--- src/rtl/core/sac_pkg.sv ---
// ----------------------------------------------------------------------------
// sac_pkg
// Shared widths, defaults, result type and a helper for the set-associative
// cache tag store.
// ----------------------------------------------------------------------------
package sac_pkg;

    localparam int BLK_W         = 9;
    localparam int CNT_W         = 16;
    localparam int NUM_LINES_DEF = 8;
    localparam int NUM_WAYS_DEF  = 2;

    typedef struct packed {
        logic             hit;
        logic             way_used;
        logic             evicted_valid;
        logic [BLK_W-1:0] evicted_block;
    } sac_res_t;

    // Bits needed to index n things, never less than one.
    function automatic int sac_width(input int n);
        return (n > 1) ? $clog2(n) : 1;
    endfunction

endpackage

--- src/rtl/core/sac_tag_ram.sv ---
// ----------------------------------------------------------------------------
// sac_tag_ram
// Row memory holding one set per row: valid, age rank and block per way.
// One write port, one read port with registered read data.
// ----------------------------------------------------------------------------
module sac_tag_ram #(
    parameter int DEPTH  = 4,
    parameter int ADDR_W = 2,
    parameter int DATA_W = 22
) (
    input  logic              clk,
    input  logic              we,
    input  logic [ADDR_W-1:0] waddr,
    input  logic [DATA_W-1:0] wdata,
    input  logic              re,
    input  logic [ADDR_W-1:0] raddr,
    output logic [DATA_W-1:0] rdata
);

    logic [DATA_W-1:0] mem_reg [DEPTH];
    logic [DATA_W-1:0] rdata_reg;

    always_ff @(posedge clk)
    begin
        if (we)
        begin
            mem_reg[waddr] <= wdata;
        end
    end

    always_ff @(posedge clk)
    begin
        if (re)
        begin
            rdata_reg <= mem_reg[raddr];
        end
    end

    assign rdata = rdata_reg;

endmodule

--- src/rtl/core/sac_set_index.sv ---
// ----------------------------------------------------------------------------
// sac_set_index
// Captures the block number and works out its set, the block number modulo
// the number of sets, by a reciprocal multiply and a back-multiply.
// ----------------------------------------------------------------------------
module sac_set_index #(
    parameter int NUM_SETS = 4,
    parameter int SET_W    = 2
) (
    input  logic                      clk,
    input  logic                      load,
    input  logic [sac_pkg::BLK_W-1:0] block_number,
    output logic [sac_pkg::BLK_W-1:0] blk,
    output logic [SET_W-1:0]          set_idx
);
    import sac_pkg::*;

    // The reciprocal has enough fraction bits to make the quotient exact
    // for every block number.
    localparam int SHIFT   = BLK_W + SET_W;
    localparam int RECIP_W = SHIFT + 1;
    localparam longint RECIP = ((longint'(1) << SHIFT) + longint'(NUM_SETS) - 1)
                               / longint'(NUM_SETS);
    localparam logic [RECIP_W-1:0] RECIP_C = RECIP_W'(RECIP);
    localparam int PROD_W  = BLK_W + RECIP_W;
    localparam int MUL_W   = BLK_W + SET_W + 1;
    localparam int REM_W   = BLK_W + SET_W;

    logic [PROD_W-1:0] prod;
    logic [BLK_W-1:0]  quot_next;
    logic [BLK_W-1:0]  quot_reg;
    logic [BLK_W-1:0]  blk_reg;
    logic [MUL_W-1:0]  back_prod;
    logic [BLK_W-1:0]  rem;
    logic [REM_W-1:0]  rem_ext;

    assign prod      = PROD_W'(block_number) * PROD_W'(RECIP_C);
    assign quot_next = prod[SHIFT +: BLK_W];

    always_ff @(posedge clk)
    begin
        if (load)
        begin
            blk_reg  <= block_number;
            quot_reg <= quot_next;
        end
    end

    assign back_prod = MUL_W'(quot_reg) * MUL_W'(NUM_SETS);
    assign rem       = blk_reg - back_prod[BLK_W-1:0];
    assign rem_ext   = REM_W'(rem);
    assign set_idx   = rem_ext[SET_W-1:0];
    assign blk       = blk_reg;

endmodule

--- src/rtl/core/sac_way_update.sv ---
// ----------------------------------------------------------------------------
// sac_way_update
// Compares one set row against a block number, picks the way to use (hit,
// first invalid, or lowest rank) and builds the updated row.
// ----------------------------------------------------------------------------
module sac_way_update #(
    parameter int NUM_WAYS = 2,
    parameter int RANK_W   = 1
) (
    input  logic [NUM_WAYS*(1+RANK_W+sac_pkg::BLK_W)-1:0] row,
    input  logic [sac_pkg::BLK_W-1:0]                     blk,
    input  logic                                          policy_lru,
    output logic [NUM_WAYS*(1+RANK_W+sac_pkg::BLK_W)-1:0] row_next,
    output sac_pkg::sac_res_t                             res
);
    import sac_pkg::*;

    localparam int ENTRY_W = 1 + RANK_W + BLK_W;
    localparam logic [RANK_W-1:0] TOP_RANK = RANK_W'(NUM_WAYS - 1);

    logic [NUM_WAYS-1:0] vld;
    logic [NUM_WAYS-1:0] match;
    logic [NUM_WAYS-1:0] hit_oh;
    logic [NUM_WAYS-1:0] inv_oh;
    logic [NUM_WAYS-1:0] vic_cand;
    logic [NUM_WAYS-1:0] vic_oh;
    logic [NUM_WAYS-1:0] way_oh;
    logic [RANK_W-1:0]   rnk [NUM_WAYS];
    logic [BLK_W-1:0]    tag [NUM_WAYS];
    logic [RANK_W-1:0]   old_rank;
    logic [RANK_W-1:0]   new_rank;
    logic                found_h;
    logic                found_i;
    logic                found_v;
    logic                touch;
    logic                way_odd;
    logic                evict;
    logic [BLK_W-1:0]    ev_blk;

    always_comb
    begin
        for (int w = 0; w < NUM_WAYS; w++)
        begin
            tag[w]   = row[w*ENTRY_W +: BLK_W];
            rnk[w]   = row[w*ENTRY_W+BLK_W +: RANK_W];
            vld[w]   = row[w*ENTRY_W+BLK_W+RANK_W];
            match[w] = vld[w] && (tag[w] == blk);
        end

        // A way is the victim when its rank is below every lower way and not
        // above any higher way, so ties go to the lowest index.
        for (int w = 0; w < NUM_WAYS; w++)
        begin
            vic_cand[w] = 1'b1;
            for (int v = 0; v < NUM_WAYS; v++)
            begin
                if ((v < w) && !(rnk[w] < rnk[v]))
                begin
                    vic_cand[w] = 1'b0;
                end
                if ((v > w) && !(rnk[w] <= rnk[v]))
                begin
                    vic_cand[w] = 1'b0;
                end
            end
        end

        found_h = 1'b0;
        found_i = 1'b0;
        found_v = 1'b0;
        for (int w = 0; w < NUM_WAYS; w++)
        begin
            hit_oh[w] = match[w] & ~found_h;
            found_h   = found_h | match[w];
            inv_oh[w] = ~vld[w] & ~found_i;
            found_i   = found_i | ~vld[w];
            vic_oh[w] = vic_cand[w] & ~found_v;
            found_v   = found_v | vic_cand[w];
        end

        if (found_h)
        begin
            way_oh = hit_oh;
        end
        else if (found_i)
        begin
            way_oh = inv_oh;
        end
        else
        begin
            way_oh = vic_oh;
        end

        old_rank = '0;
        way_odd  = 1'b0;
        ev_blk   = '0;
        for (int w = 0; w < NUM_WAYS; w++)
        begin
            if (way_oh[w])
            begin
                old_rank = old_rank | rnk[w];
                if ((w & 1) == 1)
                begin
                    way_odd = 1'b1;
                end
            end
            if (vic_oh[w])
            begin
                ev_blk = ev_blk | tag[w];
            end
        end

        evict = ~found_h & ~found_i;
        touch = ~found_h | policy_lru;

        for (int w = 0; w < NUM_WAYS; w++)
        begin
            new_rank = rnk[w];
            if (touch)
            begin
                if (way_oh[w])
                begin
                    new_rank = TOP_RANK;
                end
                else if (rnk[w] > old_rank)
                begin
                    new_rank = rnk[w] - 1'b1;
                end
            end
            row_next[w*ENTRY_W+BLK_W +: RANK_W] = new_rank;
            if (!found_h && way_oh[w])
            begin
                row_next[w*ENTRY_W +: BLK_W]       = blk;
                row_next[w*ENTRY_W+BLK_W+RANK_W]   = 1'b1;
            end
            else
            begin
                row_next[w*ENTRY_W +: BLK_W]       = tag[w];
                row_next[w*ENTRY_W+BLK_W+RANK_W]   = vld[w];
            end
        end

        res.hit           = found_h;
        res.way_used      = way_odd;
        res.evicted_valid = evict;
        res.evicted_block = evict ? ev_blk : '0;
    end

endmodule

--- src/rtl/core/set_assoc_cache_tag_fifo_lru.sv ---
// ----------------------------------------------------------------------------
// set_assoc_cache_tag_fifo_lru
// Set-associative cache tag store with LRU or FIFO replacement.
//
// Usage: drive block_number and raise start; the item is taken at a clock
// edge where start is high and busy is low. The set row is read from the tag
// memory, compared, updated and written back. With the write-back, done is set
// and is then high for one cycle with hit, way_used, evicted_valid,
// evicted_block and hit_total; the receiver cannot stall, so each result is
// shown exactly once. The set index is registered before the row read and
// busy stays high until that read, so the next item is taken no earlier
// than the row write-back, which lands before the next item's row read.
// policy_lru is written through cfg_we and cfg_wdata; the user must do so only
// while no item is in flight (the block does not enforce it). It resets to LRU.
// After reset the tag memory is cleared one set per cycle, all NUM_LINES /
// NUM_WAYS sets (at least one); busy stays high until that is done.
// hit_total counts hits including the current item and saturates.
// ----------------------------------------------------------------------------
module set_assoc_cache_tag_fifo_lru #(
    parameter int NUM_LINES = sac_pkg::NUM_LINES_DEF,
    parameter int NUM_WAYS  = sac_pkg::NUM_WAYS_DEF
) (
    input  logic                      clk,
    input  logic                      rst_n,
    input  logic                      start,
    input  logic [sac_pkg::BLK_W-1:0] block_number,
    output logic                      busy,
    input  logic                      cfg_we,
    input  logic                      cfg_wdata,
    output logic                      done,
    output logic                      hit,
    output logic                      way_used,
    output logic                      evicted_valid,
    output logic [sac_pkg::BLK_W-1:0] evicted_block,
    output logic [sac_pkg::CNT_W-1:0] hit_total
);
    import sac_pkg::*;

    localparam int NUM_SETS = ((NUM_LINES / NUM_WAYS) > 0) ? (NUM_LINES / NUM_WAYS) : 1;
    localparam int SET_W    = sac_width(NUM_SETS);
    localparam int RANK_W   = sac_width(NUM_WAYS);
    localparam int ROW_W    = NUM_WAYS * (1 + RANK_W + BLK_W);
    localparam logic [SET_W-1:0] LAST_SET = SET_W'(NUM_SETS - 1);

    logic              accept;
    logic              clear_reg;
    logic              clear_next;
    logic [SET_W-1:0]  clear_addr_reg;
    logic [SET_W-1:0]  clear_addr_next;
    logic              s1_valid_reg;
    logic              s2_valid_reg;
    logic [BLK_W-1:0]  s2_blk_reg;
    logic [SET_W-1:0]  s2_set_reg;
    logic              done_reg;
    logic              policy_reg;
    logic              policy_next;
    logic [CNT_W-1:0]  hit_cnt_reg;
    logic [CNT_W-1:0]  hit_cnt_next;
    sac_res_t          res;
    sac_res_t          res_reg;

    logic [BLK_W-1:0]  s1_blk;
    logic [SET_W-1:0]  s1_set;
    logic              ram_we;
    logic [SET_W-1:0]  ram_waddr;
    logic [ROW_W-1:0]  ram_wdata;
    logic [ROW_W-1:0]  ram_rdata;
    logic [ROW_W-1:0]  row_next;

    assign busy   = clear_reg | s1_valid_reg;
    assign accept = start & ~busy;

    sac_set_index #(
        .NUM_SETS (NUM_SETS),
        .SET_W    (SET_W)
    ) u_set_index (
        .clk          (clk),
        .load         (accept),
        .block_number (block_number),
        .blk          (s1_blk),
        .set_idx      (s1_set)
    );

    sac_tag_ram #(
        .DEPTH  (NUM_SETS),
        .ADDR_W (SET_W),
        .DATA_W (ROW_W)
    ) u_tag_ram (
        .clk   (clk),
        .we    (ram_we),
        .waddr (ram_waddr),
        .wdata (ram_wdata),
        .re    (s1_valid_reg),
        .raddr (s1_set),
        .rdata (ram_rdata)
    );

    sac_way_update #(
        .NUM_WAYS (NUM_WAYS),
        .RANK_W   (RANK_W)
    ) u_way_update (
        .row        (ram_rdata),
        .blk        (s2_blk_reg),
        .policy_lru (policy_reg),
        .row_next   (row_next),
        .res        (res)
    );

    // The clearing pass and the write-back never overlap, since no item is
    // taken while clearing.
    assign ram_we    = clear_reg | s2_valid_reg;
    assign ram_waddr = clear_reg ? clear_addr_reg : s2_set_reg;
    assign ram_wdata = clear_reg ? '0 : row_next;

    always_comb
    begin
        clear_next      = clear_reg;
        clear_addr_next = clear_addr_reg;
        if (clear_reg)
        begin
            if (clear_addr_reg == LAST_SET)
            begin
                clear_next = 1'b0;
            end
            else
            begin
                clear_addr_next = clear_addr_reg + 1'b1;
            end
        end

        policy_next = cfg_we ? cfg_wdata : policy_reg;

        hit_cnt_next = hit_cnt_reg;
        if (s2_valid_reg && res.hit && (hit_cnt_reg != '1))
        begin
            hit_cnt_next = hit_cnt_reg + 1'b1;
        end
    end

    always_ff @(posedge clk or negedge rst_n)
    begin
        if (!rst_n)
        begin
            clear_reg      <= 1'b1;
            clear_addr_reg <= '0;
            s1_valid_reg   <= 1'b0;
            s2_valid_reg   <= 1'b0;
            done_reg       <= 1'b0;
            policy_reg     <= 1'b1;
            hit_cnt_reg    <= '0;
        end
        else
        begin
            clear_reg      <= clear_next;
            clear_addr_reg <= clear_addr_next;
            s1_valid_reg   <= accept;
            s2_valid_reg   <= s1_valid_reg;
            done_reg       <= s2_valid_reg;
            policy_reg     <= policy_next;
            hit_cnt_reg    <= hit_cnt_next;
        end
    end

    always_ff @(posedge clk)
    begin
        if (s1_valid_reg)
        begin
            s2_blk_reg <= s1_blk;
            s2_set_reg <= s1_set;
        end
        if (s2_valid_reg)
        begin
            res_reg <= res;
        end
    end

    assign done          = done_reg;
    assign hit           = res_reg.hit;
    assign way_used      = res_reg.way_used;
    assign evicted_valid = res_reg.evicted_valid;
    assign evicted_block = res_reg.evicted_block;
    assign hit_total     = hit_cnt_reg;

    // Only one item is in flight, so the read and write-back stages never
    // hold items at the same time.
    a_one_in_flight: assert property (@(posedge clk) disable iff (!rst_n)
        !(s1_valid_reg && s2_valid_reg))
        else $error("read and write-back stages both occupied");

    a_no_write_clash: assert property (@(posedge clk) disable iff (!rst_n)
        !(clear_reg && s2_valid_reg))
        else $error("write-back during clearing pass");

    a_done_follows: assert property (@(posedge clk) disable iff (!rst_n)
        done_reg |-> $past(s2_valid_reg))
        else $error("result strobe without a finished item");

    a_hit_xor_evict: assert property (@(posedge clk) disable iff (!rst_n)
        done_reg |-> !(res_reg.hit && res_reg.evicted_valid))
        else $error("hit reported together with an eviction");

    a_count_monotonic: assert property (@(posedge clk) disable iff (!rst_n)
        hit_cnt_reg >= $past(hit_cnt_reg))
        else $error("hit count went down");

endmodule

--- config.mk ---
export PLATFORM = sky130hd
export DESIGN_NAME = set_assoc_cache_tag_fifo_lru
export DESIGN_NICKNAME = d
export VERILOG_FILES = /design/src/rtl/core/sac_pkg.sv /design/src/rtl/core/sac_tag_ram.sv /design/src/rtl/core/sac_set_index.sv /design/src/rtl/core/sac_way_update.sv /design/src/rtl/core/set_assoc_cache_tag_fifo_lru.sv
export SDC_FILE = /design/constraint.sdc
export NUM_CORES = 1
export LEC_CHECK = 0
export ABC_AREA = 1
export BUFFER_PORTS_ARGS = -buffer_cell sky130_fd_sc_hd__buf_2
export CAP_MARGIN = 20
export CORE_MARGIN = 10
export CORE_UTILIZATION = 24
export DETAILED_ROUTE_END_ITERATION = 10
export GPL_ROUTABILITY_DRIVEN = 0
export PLACE_DENSITY = 0.43
export SLEW_MARGIN = 20
export SYNTH_ARGS = -nofsm -noshare
export SYNTH_HDL_FRONTEND = slang
export SYNTH_SLANG_ARGS = --single-unit
--- constraint.sdc ---
create_clock -name clk -period 2.3 [get_ports clk]
set_input_delay 0.69 -clock clk [delete_from_list [all_inputs] [get_ports clk]]
set_output_delay 0.69 -clock clk [all_outputs]
set_load 0.01 [all_outputs]
==> impl_metrics.ini <==
[run_status]
status = completed

[global_routing]
met1_usage_pct = 13.2
grt_max_degree = 46
grt_pass1_vias = 4705
grt_usage_pct = 10.1
busiest_layer = met2
grt.met3_usage_pct = 3.06
grt_overflow = 0
grt_pass1_wl_um = 27500
grt_use_met2_pct = 16.0
grt_antenna_before_repair = 0

[cts]
clk_pin_slew_ns = 0.06
cts_max_level = 4
numCtsBuffers = 17
root_buffer = clkbuf_16
cts_tree = yes
insertion_delay_ns = 0.42
cts_buffer_depth = 2
cts_sinks = 163

[place]
portBuffers = 43
pre_cts_ws_ns = 0.111
dp_hpwl_um = 12000
detailed_place.area_um2 = 7840

[pwr]
p_per_area_nw_per_um2 = 805
p_total_uw = 6800
seqPwrFrac_pct = 50.6
ir_worst_vdd_uv = 334
leakagePower_uw = 0.00323
swShare_pct = 22.9
pwr-share-clk_pct = 42.4
combPwrFrac_pct = 7.0
switching_power_uw = 1560
internal-power_uw = 5240

[synthesis]
syn_avg_cell_area_um2 = 11.1
yosys.area.top_type = edfxtp_1
yosys-top-cells-area = edfxtp_1 (61%), dfrtp_1 (7.6%), nand2_1 (6.8%)
ys_async_sr_fraction_pct = 14.1
ys_ff_latch = 163
synth-edff-count = 140
yosys-top-cells-count = edfxtp_1 (140), nand2_1 (125), nor2_1 (95)
synth_area_um2 = 6920
synth.most_common_cell = edfxtp_1
synth-main-ff-cell = edfxtp_1
syn_inst = 626
synth_cell_types = 33
ys_seq_area_share_pct = 69.1
synth_warnings = 0
synth_fp_nets = 642
yosysTopAreaCellShare_pct = 60.7

[layout]
utilization_pct = 29.6
drive_above_1_share_pct = 20.2
fill_cells = 3000
n_antenna_cell = 0
fin_nets = 724
largest_register_ffs = 88
final_area_um2 = 8440
syn_to_final_growth_pct = 22.0

[sta]
setup_viol_count_final = 0
rsz0062_at_grt = false
finalMaxSlewViolations = 0
worstMarginPinSlew_ns = 0.557
clock_skew_ns = 0.00990
fin_tns_setup_ns = 0
post-route-period-util_pct = 93.9
max_freq_ghz = 0.463
max_slew_margin_pct = 62.9
finalHoldViolCount = 0
layout_setup_ws_ns = 0.141
fin_crit_ns = 2.16

[min_path]
worstHoldPathType = in -> async

[worst_setup_path]
crit_chain = buf_4 > or2_2 > buf_2
critPathKind = reg -> out
critPathTopFamily = flip-flops
cp.arrival_ns = 1.47
crit_path_start_kind = flop
worstPathRequired_ns = 1.61
crit_slowest_cell = dfstp_2
critPathCaptureType = output pin
critical_path.n_buffers_inverters = 2
critPathMaxStageDelay_ns = 0.53
crit_fanout = 13

[floorplan]
die-width_um = 190
start_util_pct = 24.3
num_rows = 62
die_area_um2 = 36000
die_h_um = 190
pin_count = 44
coreArea_um2 = 28500

[routing]
via_count = 4687
wl_per_cell_um = 16.3
first_pass_iters = 4
wl_um = 18000
via_per_inst = 4.24
drt-initial-drc-count = 241
drc_errors = 0
final_antenna_net_count = 0

[flow_run]
maxCapViolCount = 0
[per-stage QoR]
stage / hold slack (ns) / std cells
floorplan: 0.394 / 626
global placement: 0.432 / 1073
detailed placement: 0.437 / 1073
CTS: 0.252 / 1105
global route: 0.274 / 1105
finish: 0.246 / 1105
[area by class of cell]
type | instances | area (µm²) | share of cell area, %
Multi-Input combinational cell | 392 | 1880 | 22.2
Inverter | 51 | 196 | 2.33
Sequential cell | 163 | 4780 | 56.6
Clock buffer | 20 | 437 | 5.17
Tap cell | 384 | 480 | 5.69
Clock inverter | 12 | 158 | 1.87
Timing Repair Buffer | 83 | 515 | 6.10
[power groups by stage]
stage	registers (µW)	logic (µW)	clock network [µW]
2_1_floorplan	3500	246	0
6_report	3440	474	2880
3_5_place_dp	3500	481	0
5_1_grt	3450	536	3080
3_3_place_gp	3510	479	0
4_1_cts	3440	482	2950
[cell families (layout without fill, tap and decap cells)]
family | after synthesis | in the layout | synth area share [%]
multiplexers | 1 | 1 | 0.163
AND/OR/NAND/NOR | 265 | 265 | 15.9
flip-flops | 163 | 163 | 69.1
AO/OA/AOI/OAI | 108 | 108 | 8.24
XOR/XNOR | 16 | 16 | 2.02
buffers and inverters | 71 | 166 | 4.21
adder cells (fa/ha/maj) | 2 | 2 | 0.361
[timing repair]
| item | CTS | global route |
|---|---|---|
| hold buffers | 0 | 0 |
| endpoints found under the setup margin | 0 | 16 |
| buffers inserted | 0 | 0 |
| resized for setup | 0 | 4 |
[worst reg2reg max path: stages, from the launching register on]
cell and delay [ns]:
edfxtp_1 0.50, nand2_1 0.11, nand2_1 0.05, nor2_1 0.14, nand2_1 0.07, nor2_1 0.08
nand2_1 0.10, nand2_4 0.12, inv_1 0.15, nand2_2 0.23, nand2_1 0.08, a21oi_1 0.27
[placed cells by master (no fill, tap or decap), drive strengths merged]
cell,instances
xor2,8
or2,3
ha,2
o21ai,65
dfrtp,21
nand3,24
nand4,1
clkinv,6
inv,52
bufinv,3
xnor2,8
mux2,1
o22ai,22
buf,83
dfstp,2
clkinvlp,2
edfxtp,140
nand3b,2
nor2,100
nand2,128
o21a,1
clkbuf,20
nor3,7
a21oi,20
[path summary, 6_finish.rpt]
check | from | endpoint | slack [ns] | cells past startpoint
hold / removal | rst_n | hit_total[7] | 0.25 | 1
max in group asynchronous | rst_n | clear_reg | 1.68 | 1
setup reg to reg | s2_blk_reg[1] | u_tag_ram.mem_reg[1][4] | 0.18 | 11
hold reg to reg | u_set_index.blk[6] | s2_blk_reg[6] | 0.44 | 0
min in group clk | cfg_we | policy_reg | 0.43 | 2
setup / recovery | clear_reg | busy | 0.14 | 3
[per-layer routing]
| layer | wire length, µm | part of all wire [%] | vias to the layer above |
|---|---|---|---|
| li1 | - | - | 2307 |
| met1 | 8710 | 48 | 2284 |
| met5 | 0 | 0 | - |
| met4 | 85 | 0.47 | 0 |
| met2 | 8360 | 46 | 91 |
| met3 | 843 | 4.7 | 5 |
Power figures use the tool's default switching activity.
